File: config.mk
export PLATFORM = sky130hd
export DESIGN_NAME = json_string_unescape_utf8_check
export DESIGN_NICKNAME = d
export VERILOG_FILES = /design/src/design/jsu_pkg.sv /design/src/design/jsu_front.sv /design/src/design/jsu_queue.sv /design/src/design/jsu_back.sv /design/src/design/json_string_unescape_utf8_check.sv
export SDC_FILE = /design/constraint.sdc
export NUM_CORES = 1
export LEC_CHECK = 0
export BUFFER_PORTS_ARGS = -buffer_cell sky130_fd_sc_hd__buf_2
export CAP_MARGIN = 20
export CORE_UTILIZATION = 62
export CTS_CLUSTER_DIAMETER = 120
export DETAILED_ROUTE_END_ITERATION = 6
export PLACE_DENSITY = 0.79
export SLEW_MARGIN = 5
export SYNTH_ARGS = -nofsm -noshare
export SYNTH_HDL_FRONTEND = slang
export SYNTH_SLANG_ARGS = --single-unit
File: constraint.sdc
create_clock -name clk -period 4.8 [get_ports clk]
set_clock_uncertainty 0.1 [all_clocks]
set_input_delay 1.44 -clock clk [delete_from_list [all_inputs] [get_ports clk]]
set_output_delay 1.44 -clock clk [all_outputs]
set_load 0.01 [all_outputs]
File: src/design/jsu_pkg.sv
// Shared types and constants for the JSON string unescape block.
// Holds the status codes, the per-item result bundle and the queue sizing.
// No dependencies.
package jsu_pkg;

	typedef enum logic [3:0] {
		ST_RUNNING      = 4'd0,
		ST_CLOSED       = 4'd1,
		ST_UNTERMINATED = 4'd2,
		ST_CONTROL_CHAR = 4'd3,
		ST_BAD_UTF8     = 4'd4,
		ST_BAD_HEX      = 4'd5,
		ST_MISSING_LOW  = 4'd6,
		ST_LONE_LOW     = 4'd7,
		ST_BAD_ESCAPE   = 4'd8
	} status_t;

	// Everything one accepted input item produces: either 1..4 data bytes or
	// a single status result.
	typedef struct packed {
		logic [3:0][7:0] bytes;
		logic [1:0]      cnt_m1;
		logic            is_stat;
		status_t         stat;
	} bundle_t;

	localparam int QUEUE_DEPTH = 4;
	localparam int QIDX_W      = $clog2(QUEUE_DEPTH);

endpackage

File: src/design/jsu_front.sv
// Front end: accepts raw string bytes and runs the escape / UTF-8 scanner.
// Produces one result bundle per item that has results.
// Depends on jsu_pkg.
module jsu_front
	import jsu_pkg::*;
(
	input  logic       clk,
	input  logic       arst_n,
	input  logic       take,
	input  logic [7:0] in_byte,
	input  logic       end_of_text,
	output logic       bundle_push,
	output bundle_t    bundle
);

	typedef enum logic [2:0] {
		M_NORMAL, M_ESC, M_HEX1, M_SURR_BS, M_SURR_U, M_HEX2, M_UTF8
	} mode_t;

	typedef struct packed {
		logic [3:0][7:0] bytes;
		logic [1:0]      cnt_m1;
	} enc_t;

	localparam logic [20:0] CP_MAX     = 21'h10FFFF;
	localparam logic [20:0] SURR_FIRST = 21'h00D800;
	localparam logic [20:0] SURR_LAST  = 21'h00DFFF;
	localparam logic [15:0] HI_FIRST   = 16'hD800;
	localparam logic [15:0] HI_LAST    = 16'hDBFF;
	localparam logic [15:0] LO_FIRST   = 16'hDC00;
	localparam logic [15:0] LO_LAST    = 16'hDFFF;
	localparam logic [20:0] SUPP_BASE  = 21'h010000;

	function automatic logic [4:0] hex_digit(input logic [7:0] c);
		logic [4:0] r;
		r = 5'd0;
		if (c >= 8'h30 && c <= 8'h39) r = {1'b1, 4'(c - 8'h30)};
		else if (c >= 8'h61 && c <= 8'h66) r = {1'b1, 4'(c - 8'h57)};
		else if (c >= 8'h41 && c <= 8'h46) r = {1'b1, 4'(c - 8'h37)};
		return r;
	endfunction

	function automatic enc_t encode(input logic [20:0] cp);
		enc_t e;
		e = '0;
		if (cp < 21'h80) begin
			e.bytes[0] = {1'b0, cp[6:0]};
			e.cnt_m1   = 2'd0;
		end else if (cp < 21'h800) begin
			e.bytes[0] = {3'b110, cp[10:6]};
			e.bytes[1] = {2'b10, cp[5:0]};
			e.cnt_m1   = 2'd1;
		end else if (cp < SUPP_BASE) begin
			e.bytes[0] = {4'b1110, cp[15:12]};
			e.bytes[1] = {2'b10, cp[11:6]};
			e.bytes[2] = {2'b10, cp[5:0]};
			e.cnt_m1   = 2'd2;
		end else begin
			e.bytes[0] = {5'b11110, cp[20:18]};
			e.bytes[1] = {2'b10, cp[17:12]};
			e.bytes[2] = {2'b10, cp[11:6]};
			e.bytes[3] = {2'b10, cp[5:0]};
			e.cnt_m1   = 2'd3;
		end
		return e;
	endfunction

	mode_t           mode_q, mode_n;
	logic [15:0]     hex_accum_q, hex_accum_n;
	logic [1:0]      hex_count_q, hex_count_n;
	logic [15:0]     high_half_q, high_half_n;
	logic [3:0][7:0] seq_bytes_q;
	logic [2:0]      seq_length_q, seq_length_n;
	logic [2:0]      seq_count_q, seq_count_n;
	logic [20:0]     code_accum_q, code_accum_n;

	logic        seq_we;
	logic [1:0]  seq_widx;
	logic        fin;
	status_t     fin_code;
	logic        has_bytes;
	logic [4:0]  hd;
	logic [15:0] hex_new;
	logic [20:0] code_new;
	logic [20:0] cp_min;
	logic [20:0] cp_pair;
	enc_t        enc;
	bundle_t     b;

	always_comb begin
		mode_n       = mode_q;
		hex_accum_n  = hex_accum_q;
		hex_count_n  = hex_count_q;
		high_half_n  = high_half_q;
		seq_length_n = seq_length_q;
		seq_count_n  = seq_count_q;
		code_accum_n = code_accum_q;
		seq_we       = 1'b0;
		seq_widx     = seq_count_q[1:0];
		fin          = 1'b0;
		fin_code     = ST_UNTERMINATED;
		has_bytes    = 1'b0;
		b            = '0;
		b.stat       = ST_RUNNING;
		hd           = hex_digit(in_byte);
		hex_new      = {hex_accum_q[11:0], hd[3:0]};
		code_new     = {code_accum_q[14:0], in_byte[5:0]};
		cp_pair      = SUPP_BASE + {1'b0, high_half_q[9:0], hex_new[9:0]};
		cp_min       = (seq_length_q == 3'd2) ? 21'h80 :
		               (seq_length_q == 3'd3) ? 21'h800 : SUPP_BASE;
		enc          = encode({5'd0, hex_new});

		if (end_of_text) begin
			fin = 1'b1;
			if (mode_q == M_SURR_BS || mode_q == M_SURR_U) fin_code = ST_MISSING_LOW;
			else if (mode_q == M_UTF8) fin_code = ST_BAD_UTF8;
			else fin_code = ST_UNTERMINATED;
		end else begin
			unique case (mode_q)
				M_ESC: begin
					mode_n    = M_NORMAL;
					has_bytes = 1'b1;
					case (in_byte)
						8'h22: b.bytes[0] = 8'h22;
						8'h5C: b.bytes[0] = 8'h5C;
						8'h2F: b.bytes[0] = 8'h2F;
						8'h62: b.bytes[0] = 8'h08;
						8'h66: b.bytes[0] = 8'h0C;
						8'h6E: b.bytes[0] = 8'h0A;
						8'h72: b.bytes[0] = 8'h0D;
						8'h74: b.bytes[0] = 8'h09;
						8'h75: begin
							has_bytes   = 1'b0;
							mode_n      = M_HEX1;
							hex_accum_n = '0;
							hex_count_n = '0;
						end
						default: begin
							has_bytes = 1'b0;
							fin       = 1'b1;
							fin_code  = ST_BAD_ESCAPE;
						end
					endcase
				end
				M_HEX1, M_HEX2: begin
					if (!hd[4]) begin
						fin      = 1'b1;
						fin_code = ST_BAD_HEX;
					end else begin
						hex_accum_n = hex_new;
						hex_count_n = hex_count_q + 2'd1;
						if (hex_count_q == 2'd3) begin
							if (mode_q == M_HEX1) begin
								if (hex_new >= HI_FIRST && hex_new <= HI_LAST) begin
									high_half_n = hex_new;
									mode_n      = M_SURR_BS;
								end else if (hex_new >= LO_FIRST && hex_new <= LO_LAST) begin
									fin      = 1'b1;
									fin_code = ST_LONE_LOW;
								end else begin
									mode_n    = M_NORMAL;
									has_bytes = 1'b1;
									b.bytes   = enc.bytes;
									b.cnt_m1  = enc.cnt_m1;
								end
							end else begin
								if (hex_new < LO_FIRST || hex_new > LO_LAST) begin
									fin      = 1'b1;
									fin_code = ST_MISSING_LOW;
								end else begin
									enc       = encode(cp_pair);
									mode_n    = M_NORMAL;
									has_bytes = 1'b1;
									b.bytes   = enc.bytes;
									b.cnt_m1  = enc.cnt_m1;
								end
							end
						end
					end
				end
				M_SURR_BS: begin
					if (in_byte != 8'h5C) begin
						fin      = 1'b1;
						fin_code = ST_MISSING_LOW;
					end else begin
						mode_n = M_SURR_U;
					end
				end
				M_SURR_U: begin
					if (in_byte != 8'h75) begin
						fin      = 1'b1;
						fin_code = ST_MISSING_LOW;
					end else begin
						mode_n      = M_HEX2;
						hex_accum_n = '0;
						hex_count_n = '0;
					end
				end
				M_UTF8: begin
					if (in_byte[7:6] != 2'b10) begin
						fin      = 1'b1;
						fin_code = ST_BAD_UTF8;
					end else begin
						seq_we       = 1'b1;
						code_accum_n = code_new;
						seq_count_n  = seq_count_q + 3'd1;
						if (seq_count_n >= seq_length_q) begin
							if (code_new < cp_min || code_new > CP_MAX ||
							    (code_new >= SURR_FIRST && code_new <= SURR_LAST)) begin
								fin      = 1'b1;
								fin_code = ST_BAD_UTF8;
							end else begin
								has_bytes = 1'b1;
								for (int k = 0; k < 4; k++) begin
									b.bytes[k] = (k[1:0] == seq_count_q[1:0]) ?
									             in_byte : seq_bytes_q[k];
								end
								b.cnt_m1    = 2'(seq_length_q - 3'd1);
								mode_n      = M_NORMAL;
								seq_count_n = '0;
							end
						end
					end
				end
				default: begin
					// normal text, also any stray mode code
					mode_n = M_NORMAL;
					if (in_byte == 8'h22) begin
						fin      = 1'b1;
						fin_code = ST_CLOSED;
					end else if (in_byte < 8'h20) begin
						fin      = 1'b1;
						fin_code = ST_CONTROL_CHAR;
					end else if (in_byte == 8'h5C) begin
						mode_n = M_ESC;
					end else if (in_byte < 8'h80) begin
						has_bytes  = 1'b1;
						b.bytes[0] = in_byte;
					end else if (in_byte >= 8'hC2 && in_byte <= 8'hF4) begin
						if (in_byte <= 8'hDF) begin
							seq_length_n = 3'd2;
							code_accum_n = {16'd0, in_byte[4:0]};
						end else if (in_byte <= 8'hEF) begin
							seq_length_n = 3'd3;
							code_accum_n = {17'd0, in_byte[3:0]};
						end else begin
							seq_length_n = 3'd4;
							code_accum_n = {18'd0, in_byte[2:0]};
						end
						seq_we      = 1'b1;
						seq_widx    = 2'd0;
						seq_count_n = 3'd1;
						mode_n      = M_UTF8;
					end else begin
						fin      = 1'b1;
						fin_code = ST_BAD_UTF8;
					end
				end
			endcase
		end

		if (fin) begin
			b            = '0;
			b.is_stat    = 1'b1;
			b.stat       = fin_code;
			has_bytes    = 1'b0;
			mode_n       = M_NORMAL;
			hex_accum_n  = '0;
			hex_count_n  = '0;
			seq_count_n  = '0;
			seq_length_n = '0;
			code_accum_n = '0;
			seq_we       = 1'b0;
		end
	end

	assign bundle      = b;
	assign bundle_push = take && (fin || has_bytes);

	always_ff @(posedge clk or negedge arst_n) begin
		if (!arst_n) begin
			mode_q       <= M_NORMAL;
			hex_accum_q  <= '0;
			hex_count_q  <= '0;
			seq_length_q <= '0;
			seq_count_q  <= '0;
			code_accum_q <= '0;
		end else if (take) begin
			mode_q       <= mode_n;
			hex_accum_q  <= hex_accum_n;
			hex_count_q  <= hex_count_n;
			seq_length_q <= seq_length_n;
			seq_count_q  <= seq_count_n;
			code_accum_q <= code_accum_n;
		end
	end

	always_ff @(posedge clk) begin
		if (take) begin
			high_half_q <= high_half_n;
			if (seq_we) seq_bytes_q[seq_widx] <= in_byte;
		end
	end

endmodule

File: src/design/jsu_queue.sv
// Small bundle queue between the scanner and the result sequencer.
// Holds QUEUE_DEPTH bundles; depth is a power of two.
// Depends on jsu_pkg.
module jsu_queue
	import jsu_pkg::*;
(
	input  logic    clk,
	input  logic    arst_n,
	input  logic    wr_en,
	input  bundle_t wr_data,
	output logic    q_full,
	input  logic    rd_en,
	output bundle_t rd_data,
	output logic    q_avail
);

	bundle_t           slots_q [QUEUE_DEPTH];
	logic [QIDX_W:0]   wptr_q;
	logic [QIDX_W:0]   rptr_q;

	assign q_full  = (wptr_q[QIDX_W] != rptr_q[QIDX_W]) &&
	                 (wptr_q[QIDX_W-1:0] == rptr_q[QIDX_W-1:0]);
	assign q_avail = (wptr_q != rptr_q);
	assign rd_data = slots_q[rptr_q[QIDX_W-1:0]];

	always_ff @(posedge clk or negedge arst_n) begin
		if (!arst_n) begin
			wptr_q <= '0;
			rptr_q <= '0;
		end else begin
			if (wr_en) wptr_q <= wptr_q + 1'b1;
			if (rd_en) rptr_q <= rptr_q + 1'b1;
		end
	end

	always_ff @(posedge clk) begin
		if (wr_en) slots_q[wptr_q[QIDX_W-1:0]] <= wr_data;
	end

endmodule

File: src/design/jsu_back.sv
// Result sequencer: takes bundles from the queue and presents their results
// one per transfer on the output queue interface. Depends on jsu_pkg.
module jsu_back
	import jsu_pkg::*;
(
	input  logic       clk,
	input  logic       arst_n,
	input  logic       q_avail,
	input  bundle_t    q_data,
	output logic       q_rd,
	input  logic       pop,
	output logic       empty,
	output logic [7:0] data_byte,
	output logic       byte_valid,
	output logic       last,
	output logic [3:0] status
);

	logic       head_valid_q;
	bundle_t    head_q;
	logic [1:0] idx_q;
	logic       head_last;
	logic       xfer;

	assign head_last  = head_q.is_stat || (idx_q == head_q.cnt_m1);
	assign xfer       = pop && head_valid_q;
	assign q_rd       = q_avail && (!head_valid_q || (xfer && head_last));

	assign empty      = !head_valid_q;
	assign data_byte  = head_q.is_stat ? 8'd0 : head_q.bytes[idx_q];
	assign byte_valid = !head_q.is_stat;
	assign last       = head_last;
	assign status     = head_q.is_stat ? head_q.stat : ST_RUNNING;

	always_ff @(posedge clk or negedge arst_n) begin
		if (!arst_n) begin
			head_valid_q <= 1'b0;
			idx_q        <= '0;
		end else if (q_rd) begin
			head_valid_q <= 1'b1;
			idx_q        <= '0;
		end else if (xfer) begin
			if (head_last) begin
				head_valid_q <= 1'b0;
				idx_q        <= '0;
			end else begin
				idx_q <= idx_q + 2'd1;
			end
		end
	end

	always_ff @(posedge clk) begin
		if (q_rd) head_q <= q_data;
	end

endmodule

File: src/design/json_string_unescape_utf8_check.sv
// Top level of the JSON string unescape and UTF-8 check block.
// Instantiates jsu_front, jsu_queue and jsu_back; depends on jsu_pkg.
//
// Usage:
//   Input side behaves as a queue write port: present in_byte/end_of_text
//   with push high; a transfer happens on a rising edge where push is high
//   and full is low. Bytes are the body of one JSON string, starting after
//   the opening quote; end_of_text marks the end of the document.
//   Output side behaves as a queue read port: while empty is low the oldest
//   result sits on data_byte/byte_valid/last/status; pop high on a rising
//   edge transfers it. Each item gives no result, 1 to 4 decoded bytes
//   (status running) or one status result; last marks its final result.
//   Each result passes through the bundle queue and the output head register
//   before it can be popped. Throughput: one input item per cycle while full
//   is low; an item with N results holds the output for N transfers, and full
//   rises only once four bundles wait behind the one being popped.
//   Reset (arst_n low) empties the queue and returns the scanner to normal
//   text. A stalled receiver holds the current result steady; the scanner
//   keeps accepting until the queue fills.
module json_string_unescape_utf8_check
	import jsu_pkg::*;
(
	input  logic       clk,
	input  logic       arst_n,
	input  logic       push,
	output logic       full,
	input  logic [7:0] in_byte,
	input  logic       end_of_text,
	output logic       empty,
	input  logic       pop,
	output logic [7:0] data_byte,
	output logic       byte_valid,
	output logic       last,
	output logic [3:0] status
);

	logic    take;
	logic    bundle_push;
	bundle_t bundle;
	logic    q_full;
	logic    q_avail;
	logic    q_rd;
	bundle_t q_data;

	// accept an item whenever the bundle queue has room
	assign full = q_full;
	assign take = push && !q_full;

	jsu_front u_front (
		.clk         (clk),
		.arst_n      (arst_n),
		.take        (take),
		.in_byte     (in_byte),
		.end_of_text (end_of_text),
		.bundle_push (bundle_push),
		.bundle      (bundle)
	);

	jsu_queue u_queue (
		.clk     (clk),
		.arst_n  (arst_n),
		.wr_en   (bundle_push),
		.wr_data (bundle),
		.q_full  (q_full),
		.rd_en   (q_rd),
		.rd_data (q_data),
		.q_avail (q_avail)
	);

	jsu_back u_back (
		.clk        (clk),
		.arst_n     (arst_n),
		.q_avail    (q_avail),
		.q_data     (q_data),
		.q_rd       (q_rd),
		.pop        (pop),
		.empty      (empty),
		.data_byte  (data_byte),
		.byte_valid (byte_valid),
		.last       (last),
		.status     (status)
	);

endmodule
==> impl_metrics.py, run 1 <==
metrics = {
    "run_status": {
        "status": "complete, no violations",
    },
    "worst_hold_path": {
        "hp-start": "u_queue.wptr_q[2]$_DFFE_PN0P_",
        "min-delay-path-class": "reg2reg",
        "hold_depth": 1,
    },
    "power_and_ir_drop": {
        "powerDensity_nw_per_um2": 534,
        "ir_drop_v": 0.000562,
        "leakage_uw": 0.00547,
    },
    "timing": {
        "finalCritPeriodShare_pct": 87.5,
        "max_freq_mhz": 238,
        "relSlewSlack_pct": 35.2,
        "setup_viol": 0,
        "rsz0062_at_grt": "false",
        "hold_viol_final": 0,
        "fin_setup_tns_ns": 0,
        "period_minus_slack_ns": 4.20,
        "worst_slew_pin_slew_ns": 0.973,
        "maxSlewViolCount": 0,
    },
    "setup_path": {
        "slowest_stage": "mux2_2",
        "cp.depth": 10,
        "critPathKind": "in2reg",
        "cp_num_buf_inv": 2,
        "cp-end-kind": "flip-flop",
        "critPathTopFamily": "compound AO/OA/AOI/OAI gates",
        "path_max_fanout": 11,
        "r2r-end": "u_queue.slots_q[0][2]$_DFFE_PP_",
        "worstSetupEndpoint": "u_queue.slots_q[0][2]$_DFFE_PP_",
        "r2r_cells": 8,
        "crit_arrival_ns": 4.37,
        "rrSetupSlack_ns": 1.04,
        "slowest_delay_ns": 0.42,
        "rr_startpoint": "u_front.code_accum_q[14]$_DFFE_PN0P_",
        "worstPathCellList": "buf_2, ha_1, nand4b_1, nor4_1, mux2_2, a311o_1, a32oi_4, o31a_2, and2_4, buf_4",
        "critPathLaunch": "in_byte[0]",
        "worst_ep_required_time_ns": 4.97,
        "critPathLaunchType": "input pin",
    },
    "synth": {
        "synth-edff-count": 237,
        "ys_seq_elements": 284,
        "synth.area.top_cells": "edfxtp_1 52%, dfrtp_1 8.6%, mux4_2 7.7%",
        "synthArstFlopShare_pct": 16.5,
        "avgSynthCellArea_um2": 13.6,
        "syn_area_um2": 13700,
        "seq_area_frac_synth_pct": 60.6,
        "yosysTopAreaCell": "edfxtp_1",
        "yosysTopAreaCellShare_pct": 52.0,
        "yosysMostFrequentCell": "edfxtp_1",
        "ys_warn_count": 0,
        "synth_flop_cell": "edfxtp_1",
        "post_synth_num_cell_types": 79,
        "synthCells": 1004,
        "synth_fp_nets": 1040,
        "ys_top_cells_by_count": "237 x edfxtp_1, 84 x nor2_1, 66 x nand2_1",
    },
    "clock_tree": {
        "clkTransAtPathRegs_ns": 0.06,
        "clockBufferDepth": 3,
        "cts_resized": 0,
        "cts_tree": "done",
        "cts_setup_buffers": 0,
        "root_buffer": "clkbuf_16",
        "worstSkewPairLatency_ns": 0.57,
        "h-tree-depth": 1,
        "postCtsHoldBufs": 0,
        "clkSinkCount": 284,
        "cts_made_buffers": 29,
    },
    "global_route": {
        "track_usage_pct": 31.5,
        "grt_pass1_wl_mm": 52.9,
        "grt_overflow": 0,
        "antenna_found_initial": 0,
        "grt_max_degree": 43,
        "grt_pass1_vias": 9095,
    },
    "die": {
        "die_w_um": 151,
        "die_y_um": 151,
        "start_util_pct": 64.1,
        "die_area_um2": 22700,
        "core_area_um2": 21400,
        "ios": 29,
        "row_count": 53,
    },
    "cells_and_area": {
        "antenna_cells": 0,
        "final_util_pct": 71.8,
        "nNetsFinal": 1084,
        "drive_above_1_share_pct": 21.3,
        "syn_to_final_growth_pct": 11.9,
    },
    "drt": {
        "first_iter_violations": 959,
        "drt-total-wl_mm": 34.4,
        "dr.pass1.iters": 5,
        "drc": 0,
        "vias_per_cell": 6.88,
        "wl_per_cell_um": 25.6,
        "ant_nets": 0,
        "vias": 9242,
    },
    "placement": {
        "post-dp-hpwl_mm": 23.0,
        "io_buffers": 28,
        "routabilityCongestion": 0.992,
    },
    "run": {
        "cap_violations": 0,
    },
}
-- power by group --
part	internal [uW]	switching, uW	leakage [uW]
clock network	1230	931	0.000444
registers	3420	271	0.00284
logic	1010	1310	0.00218
total	5660	2510	0.00547
-- cell families after synthesis --
family	Yosys count	share of synthesized area (%)
flip-flops	284	60.6
AND/OR/NAND/NOR	286	10.7
adder cells (fa/ha/maj)	23	2.10
XOR/XNOR	13	0.832
AO/OA/AOI/OAI	205	10.7
multiplexers	103	12.3
buffers and inverters	90	2.68
-- placed cells by master (no fill, tap or decap), drive strengths merged, types with 16 or more instances in the layout --
cell	netlist	routed
a21oi	45	45
a22o	16	16
and2	21	21
buf	24	77
clkbuf	40	35
dfrtp	47	47
edfxtp	237	237
ha	23	23
inv	26	28
mux2	33	33
mux2i	23	23
mux4	47	47
nand2	66	66
nand3	18	18
nor2	84	84
nor3	19	19
o21ai	30	30
-- how the worst min path moves through the flow --
stage                                                  end  slack, ns
after global routing         u_queue.wptr_q[2]$_DFFE_PN0P_       0.41
after floorplan           u_front.high_half_q[7]$_DFFE_PP_       0.32
after global placement       u_queue.rptr_q[2]$_DFFE_PN0P_       0.38
after CTS                    u_queue.wptr_q[2]$_DFFE_PN0P_       0.39
final                        u_queue.wptr_q[2]$_DFFE_PN0P_       0.39
after detailed placement     u_queue.wptr_q[2]$_DFFE_PN0P_       0.39
-- worst register-to-register path, delay by kind of cell, from the launching register on --
kind	cells	cell delay, ns
simple gates	3	1.40
compound gates	3	0.99
flops	1	0.41
mux	1	0.32
buf+inv	1	0.23
-- registers in the layout (all words and copies together), names as in the netlist, 2 cells and up --
signal,flops
u_back.head_q,39
u_back.idx_q,2
u_front.code_accum_q,15
u_front.hex_accum_q,12
u_front.hex_count_q,2
u_front.high_half_q,10
u_front.mode_q,3
u_front.seq_bytes_q,32
u_front.seq_count_q,3
u_front.seq_length_q,3
u_queue.rptr_q,3
u_queue.slots_q,156
u_queue.wptr_q,3
-- layer usage --
| layer | track usage (%) | part of all wire (%) | vias to the layer above |
|---|---|---|---|
| met5 | 0 | 0 | - |
| met4 | 11.4 | 4.0 | 0 |
| met3 | 5.97 | 8.8 | 118 |
| met2 | 52.1 | 49 | 566 |
| met1 | 41.8 | 39 | 4557 |
| li1 | - | - | 4001 |
-- metrics by stage --
step	hold slack, ns	power (uW)	std cells	instance area [um2]	setup slack (ns)
after detailed placement	0.386	6020	1291	14400	0.0737
after global routing	0.409	8530	1343	15300	0.368
final	0.391	8180	1343	15300	0.598
after floorplan	0.323	5230	1004	13700	-0.0443
after CTS	0.393	8210	1342	15300	0.651
after global placement	0.382	5920	1291	14400	0.127
-- cell type report --
type | count | area [um2]
sequential | 284 | 8300
fill | 1427 | 6030
multi-input combinational | 630 | 5070
clock buffer | 35 | 758
timing repair buffer | 77 | 608
tap | 275 | 344
clock inverter | 16 | 145
inverter | 26 | 97.6
(Power assumes the default switching activity.)
==> inputs of run 2 (changes only) <==
- CORE_UTILIZATION: 62 -> 57
- PLACE_DENSITY: 0.79 -> 0.76
- clock period: 4.8 -> 3.8 ns (I/O delays scaled with it)
==> run 2 against run 1 <==
Net effect: cell count up 10%; combinational power grew 37%; non-clock buffer count increased by 94; core utilization shrank 2.6 points; critical path type unchanged; flip-flop and latch count unchanged; largest cell class unchanged; wire length up 6.2%; worst setup slack lost 0.50 ns; die area rose by 8.7%; cell area up 6.3%.
==> impl_metrics.py, run 2 (synthesis results as in run 1) <==
metrics = {
    "run_status": {
        "status": "complete, no violations",
    },
    "setup_path": {
        "critPathKind": "in2reg",
        "path_max_fanout": 39,
        "crit_arrival_ns": 3.78,
        "critPathLaunchType": "input pin",
        "critPathTopFamily": "simple AND/OR/NAND/NOR gates",
        "slowest_delay_ns": 0.55,
        "cp-end-kind": "flip-flop",
        "slowest_stage": "and2_4",
        "worstPathCellList": "buf_2, buf_4, nand4_1, nor4_2, mux2_2, a311o_1, a32oi_4, o31a_2, and2_4",
        "cp_num_buf_inv": 2,
        "worst_ep_required_time_ns": 3.87,
        "cp.depth": 9,
        "r2r-end": "u_queue.slots_q[1][7]$_DFFE_PP_",
        "rr_startpoint": "u_front.code_accum_q[14]$_DFFE_PN0P_",
        "rrSetupSlack_ns": 0.16,
        "r2r_cells": 7,
    },
    "cells_and_area": {
        "final_cell_mix": "237 x edfxtp_1, 135 x buf_4, 83 x nor2_1, 66 x nand2_1, 47 x mux4_2",
        "drive_above_1_share_pct": 29.1,
        "register_area_um2": 8300,
        "final_common_cell": "edfxtp_1",
        "largest_reg_flops": 156,
        "nNetsFinal": 1177,
        "syn_to_final_growth_pct": 19.0,
        "multi_input_area_um2": 5190,
        "n_fill_cell": 1606,
    },
    "global_route": {
        "track_usage_pct": 30.3,
        "grt_overflow": 0,
        "grt_pass1_wl_mm": 55.0,
        "antenna_found_initial": 1,
        "grt_max_degree": 42,
        "grt_pass1_vias": 9313,
    },
    "clock_tree": {
        "clkSinkCount": 284,
        "root_buffer": "clkbuf_16",
        "cts_made_buffers": 28,
        "clockBufferDepth": 3,
        "clkTransAtPathRegs_ns": 0.06,
        "worstSkewPairLatency_ns": 0.55,
        "h-tree-depth": 1,
        "cts_tree": "done",
    },
    "drt": {
        "vias_per_cell": 6.38,
        "ant_nets": 0,
        "drc": 0,
        "highest_layer": "met4",
        "vias": 9460,
        "first_iter_violations": 1051,
        "wl_met2_mm": 18.1,
        "wl_met3_mm": 2.76,
        "wl_per_cell_um": 24.6,
        "drt-met1-wl_mm": 14.8,
        "dr.pass1.iters": 5,
        "drt-total-wl_mm": 36.5,
    },
    "power_and_ir_drop": {
        "powerDensity_nw_per_um2": 659,
        "leakage_uw": 0.00597,
        "ir_drop_v": 0.000501,
    },
    "worst_hold_path": {
        "hp-start": "u_queue.rptr_q[2]$_DFFE_PN0P_",
        "hold_depth": 1,
        "min-delay-path-class": "reg2reg",
        "min_to": "u_queue.rptr_q[2]$_DFFE_PN0P_",
    },
    "die": {
        "start_util_pct": 58.1,
        "row_count": 56,
        "core_area_um2": 23500,
        "die_area_um2": 24600,
        "ios": 29,
        "die_w_um": 157,
        "die_y_um": 157,
    },
    "placement": {
        "place_ws_ns": -0.500,
        "post-dp-hpwl_mm": 24.5,
        "routabilityCongestion": 0.979,
        "io_buffers": 28,
    },
    "timing": {
        "fin_setup_tns_ns": 0,
        "rsz0062_at_grt": "false",
        "holdWs_ns": 0.403,
        "finalCritPeriodShare_pct": 97.5,
        "worst_slew_pin_slew_ns": 0.794,
        "maxSlewViolCount": 0,
        "worst_slack_ns": 0.0949,
        "period_minus_slack_ns": 3.71,
        "relSlewSlack_pct": 46.4,
        "setup_viol": 0,
        "max_freq_mhz": 270,
        "hold_viol_final": 0,
    },
    "run": {
        "cap_violations": 0,
    },
}
==> run 2: cell types whose count changed in the layout (fill, tap and decap cells not counted), sizes merged <==
| cell | delta |
|---|---|
| diode | +1 |
| buf | +94 |
| bufinv | +2 |
| clkinv | -2 |
| clkbuf | -3 |
| inv | -1 |
| clkinvlp | +5 |
==> run 2: what timing repair did <==
action	4_1_cts	5_1_grt
resized for setup	0	4
hold buffers	0	0
endpoints found under the setup margin	0	252
buffers inserted	0	1
==> run 2: final cells by class <==
| cell class | count | share of cell area, % |
|---|---|---|
| Clock inverter | 20 | 1.47 |
| Clock buffer | 32 | 4.52 |
| Inverter | 26 | 0.668 |
| Multi-Input combinational cell | 630 | 31.9 |
| Antenna cell | 1 | 0.0154 |
| Timing Repair Buffer | 171 | 8.07 |
| Tap cell | 319 | 2.45 |
| Sequential cell | 284 | 50.9 |
==> run 2: through the flow <==
step	area, um2	cells	power [uW]	utilization (%)
after floorplan	13900	1004	6670	-
after global placement	15300	1429	7680	64.9
after detailed placement	15300	1429	7780	64.9
after CTS	16200	1481	10800	69.0
after global routing	16300	1482	11200	69.2
final	16300	1483	10700	69.2
==> run 2: worst max path at each step <==
stage	startpoint	endpoint	slack, ns
final	in_byte[0]	u_queue.slots_q[1][7]$_DFFE_PP_	0.09
after global routing	in_byte[0]	u_queue.slots_q[0][29]$_DFFE_PP_	0.02
after CTS	in_byte[0]	u_queue.slots_q[1][26]$_DFFE_PP_	0.05
after detailed placement	in_byte[0]	u_queue.slots_q[0][20]$_DFFE_PP_	-0.50
after global placement	in_byte[0]	u_queue.slots_q[1][28]$_DFFE_PP_	-0.47
after floorplan	in_byte[1]	u_queue.slots_q[0][0]$_DFFE_PP_	-0.31
==> run 2: routing by layer <==
metal / up-vias / track usage (%)
met2: 451 / 51.2
li1: 4188 / -
met5: - / 0
met4: 0 / 8.45
met1: 4756 / 41.1
met3: 65 / 4.52
==> run 2: report_power, final <==
part / internal (uW) / switching, uW / total, uW
clock network: 1680 / 1230 / 2910
logic: 1390 / 1780 / 3170
registers: 4320 / 336 / 4650
==> inputs of run 3 (changes only) <==
- CORE_UTILIZATION: 57 -> 62
- PLACE_DENSITY: 0.76 -> 0.79
- clock period: 3.8 -> 3.6 ns (I/O delays scaled with it)
==> run 3 against run 2 <==
Net effect: the flow now finishes with violations (negative setup slack); hold slack got worse by 0.0064 ns; global-route usage rose by 3.3 points; clock-buffer cell count rose by 4; clock power is 6% lower; core utilization increased by 8.5 points; combinational power rose by 13%; largest cell class unchanged.
==> impl_metrics.py, run 3 (synthesis results as in run 1) <==
metrics = {
    "die": {
        "ios": 29,
        "start_util_pct": 64.1,
        "die_w_um": 151,
        "die_area_um2": 22700,
        "row_count": 53,
        "die_y_um": 151,
        "core_area_um2": 21400,
    },
    "power_and_ir_drop": {
        "switching_share_pct": 31.7,
        "combinationalPowerShare_pct": 32.0,
        "ir_drop_v": 0.000503,
        "power_frac_seq_pct": 43.6,
        "leakage_uw": 0.00611,
        "power.total_uw": 11200,
        "p_sw_uw": 3550,
        "internal_power_uw": 7660,
        "powerDensity_nw_per_um2": 677,
        "p_clk_share_pct": 24.4,
    },
    "timing": {
        "maxSlewViolCount": 0,
        "setup_viol": 36,
        "hold_viol_final": 0,
        "relSlewSlack_pct": 44.0,
        "worst_slew_pin_slew_ns": 0.839,
        "worst_slack_ns": -0.0211,
        "finalCritPeriodShare_pct": 101,
        "rsz0062_at_grt": "true",
        "max_freq_mhz": 276,
        "period_minus_slack_ns": 3.62,
    },
    "global_route": {
        "grt_pass1_wl_mm": 56.2,
        "antenna_found_initial": 0,
        "track_usage_pct": 33.7,
        "grt_pass1_vias": 9707,
        "grt_max_degree": 42,
        "grt_overflow": 0,
    },
    "drt": {
        "drt-total-wl_mm": 37.3,
        "dr.pass1.iters": 6,
        "first_iter_violations": 1099,
        "vias_per_cell": 6.62,
        "ant_nets": 0,
        "vias": 9748,
        "drc": 0,
        "wl_per_cell_um": 25.4,
    },
    "clock_tree": {
        "clockBufferDepth": 3,
        "clkTransAtPathRegs_ns": 0.06,
        "cts_made_buffers": 29,
        "cts_tree": "done",
        "worstSkewPairLatency_ns": 0.57,
        "h-tree-depth": 1,
        "postCtsHoldBufs": 0,
        "root_buffer": "clkbuf_16",
        "clkSinkCount": 284,
    },
    "cells_and_area": {
        "final_cell_area_um2": 16600,
        "drive_above_1_share_pct": 32.0,
        "nNetsFinal": 1210,
        "final_cell_mix": "237 x edfxtp_1, 163 x buf_4, 71 x nor2_1, 66 x nand2_1, 47 x mux4_2",
        "syn_to_final_growth_pct": 21.1,
        "largest_reg_flops": 156,
        "n_fill_cell": 1322,
        "final_common_cell": "edfxtp_1",
        "antenna_cells": 0,
    },
    "worst_hold_path": {
        "min-delay-path-class": "reg2reg",
    },
    "setup_path": {
        "critPathKind": "reg2reg",
        "critPathLaunchType": "flip-flop",
        "path_max_fanout": 9,
        "worst_ep_required_time_ns": 3.78,
        "cp-end-kind": "flip-flop",
        "crit_arrival_ns": 3.80,
    },
    "run_status": {
        "status": "finished with violations",
        "violations": "negative setup slack",
    },
    "placement": {
        "routabilityCongestion": 0.994,
        "io_buffers": 28,
        "place_area_um2": 15600,
        "post-dp-hpwl_mm": 26.0,
    },
    "run": {
        "cap_violations": 0,
    },
}
-- run 3: changes by cell type in the layout (fill, tap and decap cells not counted), moves of 3 or more --
| cell | change |
|---|---|
| clkinv_1 | +10 |
| bufinv_16 | -4 |
| nor3_2 | +3 |
| a21oi_4 | +3 |
| buf_4 | +28 |
| clkbuf_1 | +5 |
| clkbuf_16 | +3 |
| nor2_4 | +10 |
| a21oi_1 | -5 |
| nor3_1 | -3 |
| clkinvlp_4 | -4 |
| nor2_1 | -12 |
-- run 3: per-stage QoR --
step	utilization (%)	cells	hold WS, ns	setup TNS, ns	setup WS, ns
2_1_floorplan	-	1004	0.323	-82.08	-0.455
3_3_place_gp	72.9	1409	0.384	-154.74	-0.531
3_5_place_dp	72.9	1409	0.398	-169.74	-0.553
4_1_cts	76.9	1463	0.406	0	0.00296
5_1_grt	77.6	1472	0.416	-1.68	-0.0391
6_report	77.6	1472	0.397	-0.339	-0.0211
-- run 3: layer usage --
metal  vias up  global-route usage (%)  share of wire (%)  routed length, um
met1      4775                    44.8                 38              14200
met5         -                       0                  0                  0
met4         0                    12.0                4.0               1490
met2       591                    56.6                 49              18300
met3       129                    5.03                8.8               3290
li1       4253                       -                  -                  -
-- run 3: timing repair --
item / 4_1_cts / 5_1_grt
pin swaps: 0 / 2
buffers inserted: 0 / 7
resized for setup: 1 / 7
gates cloned: 0 / 2
endpoints found under the setup margin: 3 / 277
-- run 3: worst max-delay path, stage by stage, from the launching register on --
cell,delay (ns)
dfrtp_1,0.40
or4_4,0.55
or4_4,0.50
mux2_2,0.29
a311o_1,0.37
a32oi_4,0.45
o31a_4,0.22
and2_4,0.25
clkbuf_16,0.20
-- run 3: worst paths after layout --
| path | end | start | depth (start not counted) | slack, ns |
|---|---|---|---|---|
| worst max-delay path | u_queue.slots_q[2][35]$_DFFE_PP_ | u_front.code_accum_q[13]$_DFFE_PN0P_ | 8 | -0.02 |
| worst min-delay path | u_queue.rptr_q[2]$_DFFE_PN0P_ | u_queue.rptr_q[2]$_DFFE_PN0P_ | 1 | 0.40 |
| worst max register to register | u_queue.slots_q[2][35]$_DFFE_PP_ | u_front.code_accum_q[13]$_DFFE_PN0P_ | 8 | -0.02 |
| worst min register to register | u_queue.rptr_q[2]$_DFFE_PN0P_ | u_queue.rptr_q[2]$_DFFE_PN0P_ | 1 | 0.40 |
| max in group asynchronous | u_front.seq_length_q[0]$_DFFE_PN0P_ | arst_n | 2 | 2.24 |
| min in group asynchronous | u_queue.rptr_q[0]$_DFFE_PN0P_ | arst_n | 1 | 0.42 |
-- run 3: area by class of cell --
class,count,area [um2],area share (%)
clock inverter,18,98.8,0.596
inverter,26,109,0.657
sequential,284,8300,50.0
timing repair buffer,203,1610,9.74
multi-input combinational,630,5370,32.4
tap,275,344,2.08
clock buffer,36,752,4.54
-- run 3: power groups by stage --
stage          Sequential (uW)  Combinational [uW]  Clock, uW
3_3_place_gp              4850                3360          0
6_report                  4890                3590       2730
4_1_cts                   4890                3510       2750
2_1_floorplan             4770                2320          0
5_1_grt                   4950                3850       2880
3_5_place_dp              4930                3450          0
